$ cat src/rtl/core/tzadj_pkg.sv
package tzadj_pkg;

  localparam int unsigned YEAR_W  = 16;
  localparam int unsigned MONTH_W = 4;
  localparam int unsigned DAY_W   = 5;
  localparam int unsigned HOUR_W  = 5;
  localparam int unsigned WDAY_W  = 3;
  localparam int unsigned OFS_W   = 5;
  localparam int unsigned HSUM_W  = 7;

  localparam logic [MONTH_W-1:0] MONTH_JAN = 4'd1;
  localparam logic [MONTH_W-1:0] MONTH_FEB = 4'd2;
  localparam logic [MONTH_W-1:0] MONTH_DEC = 4'd12;

  localparam logic [DAY_W-1:0]  DAY_FIRST  = 5'd1;
  localparam logic [DAY_W-1:0]  DAY_DEC_31 = 5'd31;
  localparam logic [WDAY_W-1:0] WDAY_FIRST = 3'd1;
  localparam logic [WDAY_W-1:0] WDAY_LAST  = 3'd7;
  localparam logic [YEAR_W-1:0] YEAR_FLOOR = 16'd2000;

  localparam logic signed [HSUM_W-1:0] HOURS_PER_DAY = 7'sd24;

  // floor(y / 25) = (y * DIV25_MAGIC) >> DIV25_SHIFT, exact for 16-bit y
  localparam int unsigned DIV25_MAGIC = 83887;
  localparam int unsigned DIV25_SHIFT = 21;
  localparam int unsigned PROD_W      = 33;
  localparam int unsigned Q25_W       = 12;

  typedef struct packed {
    logic [YEAR_W-1:0]  in_year;
    logic [MONTH_W-1:0] in_month;
    logic [DAY_W-1:0]   in_day;
    logic [HOUR_W-1:0]  in_hour;
    logic [WDAY_W-1:0]  in_weekday;
  } in_item_t;

  typedef struct packed {
    logic [YEAR_W-1:0]  out_year;
    logic [MONTH_W-1:0] out_month;
    logic [DAY_W-1:0]   out_day;
    logic [HOUR_W-1:0]  out_hour;
    logic [WDAY_W-1:0]  out_weekday;
  } out_item_t;

  function automatic logic [DAY_W-1:0] days_in_month(input logic [MONTH_W-1:0] m,
                                                     input logic leap);
    logic [DAY_W-1:0] d;
    case (m)
      4'd1, 4'd3, 4'd5, 4'd7, 4'd8, 4'd10, 4'd12: d = 5'd31;
      4'd2:                                       d = leap ? 5'd29 : 5'd28;
      4'd4, 4'd6, 4'd9, 4'd11:                    d = 5'd30;
      default:                                    d = 5'd30;
    endcase
    return d;
  endfunction

endpackage

$ cat src/rtl/core/timezone_offset_date_adjust.sv
// An accepted transaction passes the s1, s2 and output registers before its out_valid strobe.
// Throughput: one transaction per cycle; busy stays low, the pipeline never stalls.
// Stages: offset add and divide-by-25 multiply, leap test and hour wrap, date step.
// Reset (rst_n low, synchronous): pipeline valid bits clear, offset returns to 0.
// The receiver cannot stall: each result is shown for exactly one cycle.
module timezone_offset_date_adjust
  import tzadj_pkg::*;
(
  input  logic                    clk,
  input  logic                    rst_n,
  input  logic                    cfg_we,
  input  logic signed [OFS_W-1:0] cfg_wdata,
  input  logic                    start,
  output logic                    busy,
  input  in_item_t                in_data,
  output logic                    out_valid,
  output out_item_t               out_data
);

  logic signed [OFS_W-1:0] tz_off_r;

  logic                     s1_v_r;
  in_item_t                 s1_item_r;
  logic signed [HSUM_W-1:0] s1_h_r;
  logic [Q25_W-1:0]         s1_q25_r;

  logic              s2_v_r;
  in_item_t          s2_item_r;
  logic [HOUR_W-1:0] s2_hour_r;
  logic              s2_back_r;
  logic              s2_fwd_r;
  logic              s2_leap_r;

  logic      out_v_r;
  out_item_t out_r;

  logic                     accept;
  logic [PROD_W-1:0]        prod;
  logic signed [HSUM_W-1:0] h_nxt;
  logic [YEAR_W-1:0]        q25x;
  logic [YEAR_W-1:0]        r25;
  logic                     leap_nxt;
  logic                     back_nxt;
  logic                     fwd_nxt;
  logic signed [HSUM_W-1:0] hw;
  out_item_t                out_nxt;

  assign busy   = 1'b0;
  assign accept = start && !busy;

  always_ff @(posedge clk) begin
    if (!rst_n) begin
      tz_off_r <= '0;
    end else if (cfg_we) begin
      tz_off_r <= cfg_wdata;
    end
  end

  // stage 1: offset add, reciprocal multiply for year / 25
  assign prod  = PROD_W'(in_data.in_year) * PROD_W'(DIV25_MAGIC);
  assign h_nxt = $signed({2'b00, in_data.in_hour}) + HSUM_W'(tz_off_r);

  always_ff @(posedge clk) begin
    if (!rst_n) begin
      s1_v_r <= 1'b0;
    end else begin
      s1_v_r <= accept;
    end
  end

  always_ff @(posedge clk) begin
    s1_item_r <= in_data;
    s1_h_r    <= h_nxt;
    s1_q25_r  <= prod[DIV25_SHIFT+Q25_W-1:DIV25_SHIFT];
  end

  // stage 2: leap test, hour wrap
  always_comb begin
    q25x     = YEAR_W'({s1_q25_r, 4'b0000}) + YEAR_W'({s1_q25_r, 3'b000})
             + YEAR_W'(s1_q25_r);
    r25      = s1_item_r.in_year - q25x;
    leap_nxt = (s1_item_r.in_year[1:0] == 2'b00)
             && ((r25 != '0) || (s1_item_r.in_year[3:0] == 4'b0000));
    back_nxt = s1_h_r < 0;
    fwd_nxt  = s1_h_r >= HOURS_PER_DAY;
    if (back_nxt) begin
      hw = s1_h_r + HOURS_PER_DAY;
    end else if (fwd_nxt) begin
      hw = s1_h_r - HOURS_PER_DAY;
    end else begin
      hw = s1_h_r;
    end
  end

  always_ff @(posedge clk) begin
    if (!rst_n) begin
      s2_v_r <= 1'b0;
    end else begin
      s2_v_r <= s1_v_r;
    end
  end

  always_ff @(posedge clk) begin
    s2_item_r <= s1_item_r;
    s2_hour_r <= hw[HOUR_W-1:0];
    s2_back_r <= back_nxt;
    s2_fwd_r  <= fwd_nxt;
    s2_leap_r <= leap_nxt;
  end

  // stage 3: step the date one day back or forward when the hour wrapped; Jan 1 of YEAR_FLOOR or earlier is held
  always_comb begin
    logic wvalid;
    logic clamp;
    logic [MONTH_W-1:0] m;
    logic [DAY_W-1:0]   d;
    logic [YEAR_W-1:0]  y;
    logic [WDAY_W-1:0]  w;
    y      = s2_item_r.in_year;
    m      = s2_item_r.in_month;
    d      = s2_item_r.in_day;
    w      = s2_item_r.in_weekday;
    wvalid = (w != '0);
    clamp  = 1'b0;
    if (s2_back_r) begin
      if (d > DAY_FIRST) begin
        d = d - DAY_FIRST;
      end else if (m > MONTH_JAN) begin
        m = m - MONTH_JAN;
        d = days_in_month(m, s2_leap_r);
      end else if (y > YEAR_FLOOR) begin
        m = MONTH_DEC;
        y = y - YEAR_W'(1);
        d = DAY_DEC_31;
      end else begin
        clamp = 1'b1;
      end
      if (wvalid && !clamp) begin
        w = (w == WDAY_FIRST) ? WDAY_LAST : w - WDAY_W'(1);
      end
    end else if (s2_fwd_r) begin
      if (d < days_in_month(m, s2_leap_r)) begin
        d = d + DAY_W'(1);
      end else begin
        d = DAY_FIRST;
        if (m < MONTH_DEC) begin
          m = m + MONTH_W'(1);
        end else begin
          m = MONTH_JAN;
          y = y + YEAR_W'(1);
        end
      end
      if (wvalid) begin
        w = (w == WDAY_LAST) ? WDAY_FIRST : w + WDAY_W'(1);
      end
    end
    out_nxt.out_year    = y;
    out_nxt.out_month   = m;
    out_nxt.out_day     = d;
    out_nxt.out_hour    = s2_hour_r;
    out_nxt.out_weekday = w;
  end

  always_ff @(posedge clk) begin
    if (!rst_n) begin
      out_v_r <= 1'b0;
    end else begin
      out_v_r <= s2_v_r;
    end
  end

  always_ff @(posedge clk) begin
    out_r <= out_nxt;
  end

  assign out_valid = out_v_r;
  assign out_data  = out_r;

endmodule

$ cat config.mk
export PLATFORM = sky130hd
export DESIGN_NAME = timezone_offset_date_adjust
export DESIGN_NICKNAME = d
export VERILOG_FILES = /design/src/rtl/core/tzadj_pkg.sv /design/src/rtl/core/timezone_offset_date_adjust.sv
export SDC_FILE = /design/constraint.sdc
export NUM_CORES = 1
export LEC_CHECK = 0
export BUFFER_PORTS_ARGS = -buffer_cell sky130_fd_sc_hd__buf_4
export CAP_MARGIN = 20
export CORE_ASPECT_RATIO = 0.9
export CORE_MARGIN = 2
export CORE_UTILIZATION = 63
export DETAILED_ROUTE_END_ITERATION = 12
export GPL_TIMING_DRIVEN = 0
export PLACE_DENSITY = 0.84
export SYNTH_ARGS = -nofsm -noshare
export SYNTH_HDL_FRONTEND = slang
export SYNTH_SLANG_ARGS = --single-unit
$ cat constraint.sdc
create_clock -name clk -period 13.9 [get_ports clk]
set_input_delay 1.39 -clock clk [delete_from_list [all_inputs] [get_ports clk]]
set_output_delay 1.39 -clock clk [all_outputs]
set_load 0.02 [all_outputs]
Word-level counts from Yosys, hierarchy flattened

Index checks and enable logic that the tools add are counted.

Register bits: 124
Bits in latches: 0
Memory bits (writable): 0
Memory bits (read-only): 0
Input port bits: 42
Output and inout port bits: 35
Logic and storage cells: 110
Memories kept: 0

Add/subtract/negate cells: 14
Multiply operators: 1
Divide/modulo/power cells: 0
$lt $le $gt $ge: 7
Eq/ne operators: 18
Shifts and indexed selects: 0
Mux-type cells: 37
Bitwise gates (word level): 0
Reductions and logical operators: 10

Operators with widths:

| kind                     | count |
|---|---|
| $mux W16                 | 7 |
| $mux W5                  | 10 |
| $mul A16 B17 Y33 const B | 1 |
| $mux W4                  | 7 |
| $eq A4 B4 Y1 const B     | 6 |
| $mux W3                  | 6 |
| $add A16 B1 Y16 const B  | 1 |
| $add A16 B12 Y16         | 1 |
| $add A16 B15 Y16         | 1 |
| $eq A4 B2 Y1 const B     | 4 |
| $eq A4 B3 Y1 const B     | 4 |
| $gt A16 B11 Y1 const B   | 1 |
| $reduce_bool A16 Y1      | 1 |
| $sub A16 B1 Y16 const B  | 1 |
| $sub A16 B16 Y16         | 1 |
| $reduce_or A7 Y1         | 2 |
| $eq A4 B1 Y1 const B     | 2 |
| $pmux W2 S2              | 2 |
| $add A6 B5 Y7            | 1 |
| $ge A7 B6 Y1 const B     | 1 |
| $lt A7 B1 Y1 const B     | 1 |
| $add A5 B1 Y5 const B    | 1 |
| $add A5 B4 Y5 const B    | 1 |
| $gt A5 B1 Y1 const B     | 1 |
| other kinds (18)         | 23 |

Logic depth before layout (Yosys ltp)

Word-level depth: 9
Gate-level depth with buffers: 21
Gate-level depth less buffers: 21

Worst setup path before layout

OpenSTA, ideal clock, no wires.

Path kind: input to register
From: in in_data[30] (netlist name)
To: reg s1_q25_r[11]
Setup time: 72 ps
Arrival: 6369 ps
Required time: 13828 ps
Path slack: 7459 ps
Stages: 19
Buffers on the path: 0
Cells stage by stage: fa_1 inv_1 fa_1 inv_1 fa_1 fa_1 fa_1 inv_1 fa_1 inv_1 ha_1 a2111oi_0 nand2_1 o211ai_1 nand4_1 nand3_1 o211ai_1 a31oi_1 xnor2_1

Word-level cells in the longest chain between the ends: 1

RTL lines:

| item                 | RTL line                          | text |
|---|---|---|
| start, declared      | timezone_offset_date_adjust.sv:15 | `input in_item_t in_data,` |
| $mul A16 B17 Y33     | timezone_offset_date_adjust.sv:60 | `assign prod = PROD_W'(in_data.in_year) * PROD_W'(DIV25_MAGIC);` |
| via prod[32]         | timezone_offset_date_adjust.sv:38 | `logic [PROD_W-1:0] prod;` |
| end signal, assigned | timezone_offset_date_adjust.sv:74 | `s1_q25_r <= prod[DIV25_SHIFT+Q25_W-1:DIV25_SHIFT];` |
| end, declared        | timezone_offset_date_adjust.sv:25 | `logic [Q25_W-1:0] s1_q25_r;` |

The timed path passes the listed nets, and every way through them passes these cells.
A chain may end at the register's enable or synchronous reset.

Worst setup path in the final report

Same ends and word-level chain as after synthesis.

==> impl_metrics.csv <==
group,metric,value,unit
floorplan,start_util,0.650,
sta,setup_viol,0,
logic_synthesis,ys.flop_type,"dfxtp_1",
cells_and_area,drive_gt1_frac,0.111,
critical_path,worstSetupPathType,"input port to flop",
logic_synthesis,syn-num-nets,1414,
routing,drt_iter0_markers,377,
sta,slew_viol_final,0,
placement,hpwl,18.0,mm
cts,ctsResizeCount,0,
sta,slew_headroom,0.635,
logic_synthesis,synth_area,0.0106,mm²
cells_and_area,antenna_cells,0,
placement,port_buffers,74,
logic_synthesis,syn_avg_cell_area,9.84,µm²
routing,drc_errors,0,
critical_path,endpoint_kind,"flop",
routing,vias,7729,
logic_synthesis,async_flop_share,0,
cts,clk-insertion-delay-late,0.41,ns
routing,wl,22.5,mm
logic_synthesis,ys_seq_area_frac,0.234,
cells_and_area,area.growth.synth_to_final,13.2,%
routing,via_per_inst,5.56,
critical_path,cp.required,14.23,ns
floorplan,coreArea,0.0163,mm²
critical_path,critPathMaxStageDelay,0.61,ns
placement,gp_congestion,0.904,
cts,cts_buffers,17,
sta,rsz0062_at_grt,"no",
global_route,grt_pass1_vias,8046,
outcome,status,"complete, no violations",
sta,max_slew.worst_pin.slew,0.547,ns
logic_synthesis,synth.distinct_cells,71,
sta,hold_viol,0,
critical_path,cp_max_fo,6,
hold_path,hp-class,"flop to flop",
global_route,grt.total_usage,0.266,
routing,dr.pass1.iters,7,
cts,cts_setup_buffers,0,
floorplan,die-area,0.0179,mm²
global_route,grt_max_degree,17,
critical_path,slowest_stage,"fa_1",
cts,clockBufferDepth,2,
floorplan,boundaryPins,77,
sta,final.setup.tns,0,ns
floorplan,die_width,141,µm
cts,htreeDepth,4,
routing,avgRoutedWirePerCell,16.2,µm
cts,clkTransAtPathRegs,0.06,ns
cts,cts_tree,"yes",
sta,fin_crit_sh,0.481,
critical_path,cpMostUsedCell,"fa_1",
logic_synthesis,netlist_instances,1077,
critical_path,crit_family,"adder cells",
logic_synthesis,yosys_warnings,0,
global_route,grt_pass1_wl,37.6,mm
flow_run,drv_cap,0,
global_route,grt_antenna_before_repair,0,
cells_and_area,final_nets,1507,
cts,ctsHoldBuffers,0,
logic_synthesis,synth-edff-count,0,
cts,cts.root.buffer_cell,"clkbuf_16",
critical_path,start_kind,"input port",
logic_synthesis,yosys_register_bits,124,
sta,period_needed,6.69,ns
sta,clock_skew,0.0121,ns
floorplan,die_h,127,µm
sta,fmax,0.150,GHz
critical_path,crit_arrival,7.02,ns
global_route,overflow,0,
routing,ant_nets,0,
floorplan,placementRows,44,
cts,cts_num_sinks,124,
critical_path,worst-path-buf-inv,5,
critical_path,cp_cell_sequence,"buf_4 -> fa_1 -> inv_1 -> fa_1 -> inv_1 -> fa_1 -> fa_1 -> fa_1 -> inv_1 -> fa_1 -> inv_1 -> ha_1 -> a2111oi_0 -> nand2_1 -> o211ai_1 -> nand4_1 -> nand3_1 -> o211ai_1 -> a31oi_1 -> xnor2_1",
cells in the mapped netlist, types with 8 or more instances:
master / number / area (µm²)
a21oi_1: 41 / 205
o21ai_0: 32 / 160
fa_1: 118 / 2360
nor2b_1: 16 / 100
inv_1: 219 / 822
and2_1: 9 / 56.3
clkbuf_1: 10 / 37.5
nand3_1: 17 / 85.1
xor2_1: 14 / 123
mux2i_1: 14 / 140
xnor2_1: 31 / 272
dfxtp_1: 124 / 2480
ha_1: 177 / 2210
nand2_1: 52 / 195
nor3_1: 19 / 95.1
nor2_1: 46 / 173
nand2b_1: 8 / 50.1
area by class of cell:
cell class,count,area (µm²)
inverters,219,822
clock inverters,15,164
clock buffers,17,425
plain buffers,17,108
multi-input cells,717,7190
well taps,207,259
repair buffers,74,556
fillers,1113,4290
flip-flops and latches,124,2480
flip-flops by register name, summed over array words and instances (netlist names), 5 cells and up:
| register | flops |
|---|---|
| tz_off_r | 5 |
| s1_q25_r | 12 |
| s1_h_r | 7 |
| out_data | 33 |
| s2_item_r | 28 |
| s1_item_r | 28 |
| s2_hour_r | 5 |
per-stage QoR:
stage          setup slack, ns  area, µm²  instances   util  hold slack [ns]
6_report                  7.21      12000       1390  0.737            0.322
5_1_grt                   6.99      12000       1390  0.737            0.329
4_1_cts                   7.20      12000       1390  0.737            0.323
3_5_place_dp              6.78      11400       1358  0.700            0.312
3_3_place_gp              6.89      11400       1358  0.700            0.311
2_1_floorplan             7.46      10600       1077      -            0.310
placed cells by master, fill, tap and decap left out, types with 5 or more instances in the layout:
master | netlist | final
a211oi_1 | 6 | 6
a21o_1 | 6 | 6
a21oi_1 | 41 | 41
a22oi_1 | 5 | 5
a31oi_1 | 7 | 7
and2_1 | 9 | 9
and3_1 | 7 | 7
buf_4 | 1 | 75
clkbuf_1 | 10 | 10
clkbuf_16 | 0 | 17
dfxtp_1 | 124 | 124
fa_1 | 118 | 118
ha_1 | 177 | 177
inv_1 | 219 | 219
inv_6 | 0 | 5
mux2i_1 | 14 | 14
nand2_1 | 52 | 52
nand2b_1 | 8 | 8
nand3_1 | 17 | 17
nand4_1 | 7 | 7
nor2_1 | 46 | 46
nor2b_1 | 16 | 16
nor3_1 | 19 | 19
nor4_1 | 6 | 6
o211ai_1 | 6 | 6
o21a_1 | 7 | 7
o21ai_0 | 32 | 32
xnor2_1 | 31 | 31
xor2_1 | 14 | 14
metal layers:
layer	global-route usage	vias up	part of all wire	wire, µm
li1	-	3720	-	-
met1	0.317	3678	0.41	9210
met2	0.475	270	0.51	11500
met3	0.0427	61	0.046	1040
met4	0.117	0	0.034	758
met5	0	-	0	0
worst paths after layout:
kind                         startpoint                    end  slack [ns]  cells after the start
setup / recovery            in_data[30]   s1_q25_r[11]$_DFF_P_        7.21                     20
hold / removal    s1_item_r[11]$_DFF_P_  s2_item_r[11]$_DFF_P_        0.32                      0
setup reg to reg    s1_q25_r[1]$_DFF_P_      s2_leap_r$_DFF_P_        9.88                     12
hold reg to reg   s1_item_r[11]$_DFF_P_  s2_item_r[11]$_DFF_P_        0.32                      0
logic make-up after synthesis:
family	synth area share
fa+ha+maj	0.432
xor+xnor	0.0372
other cells	0.000354
mux	0.0185
simple gates	0.102
flops	0.234
compound gates	0.0879
buf+inv	0.0877
Power is not shown: default switching activity piles up to over one toggle a cycle in this logic, so the estimate is an artifact.
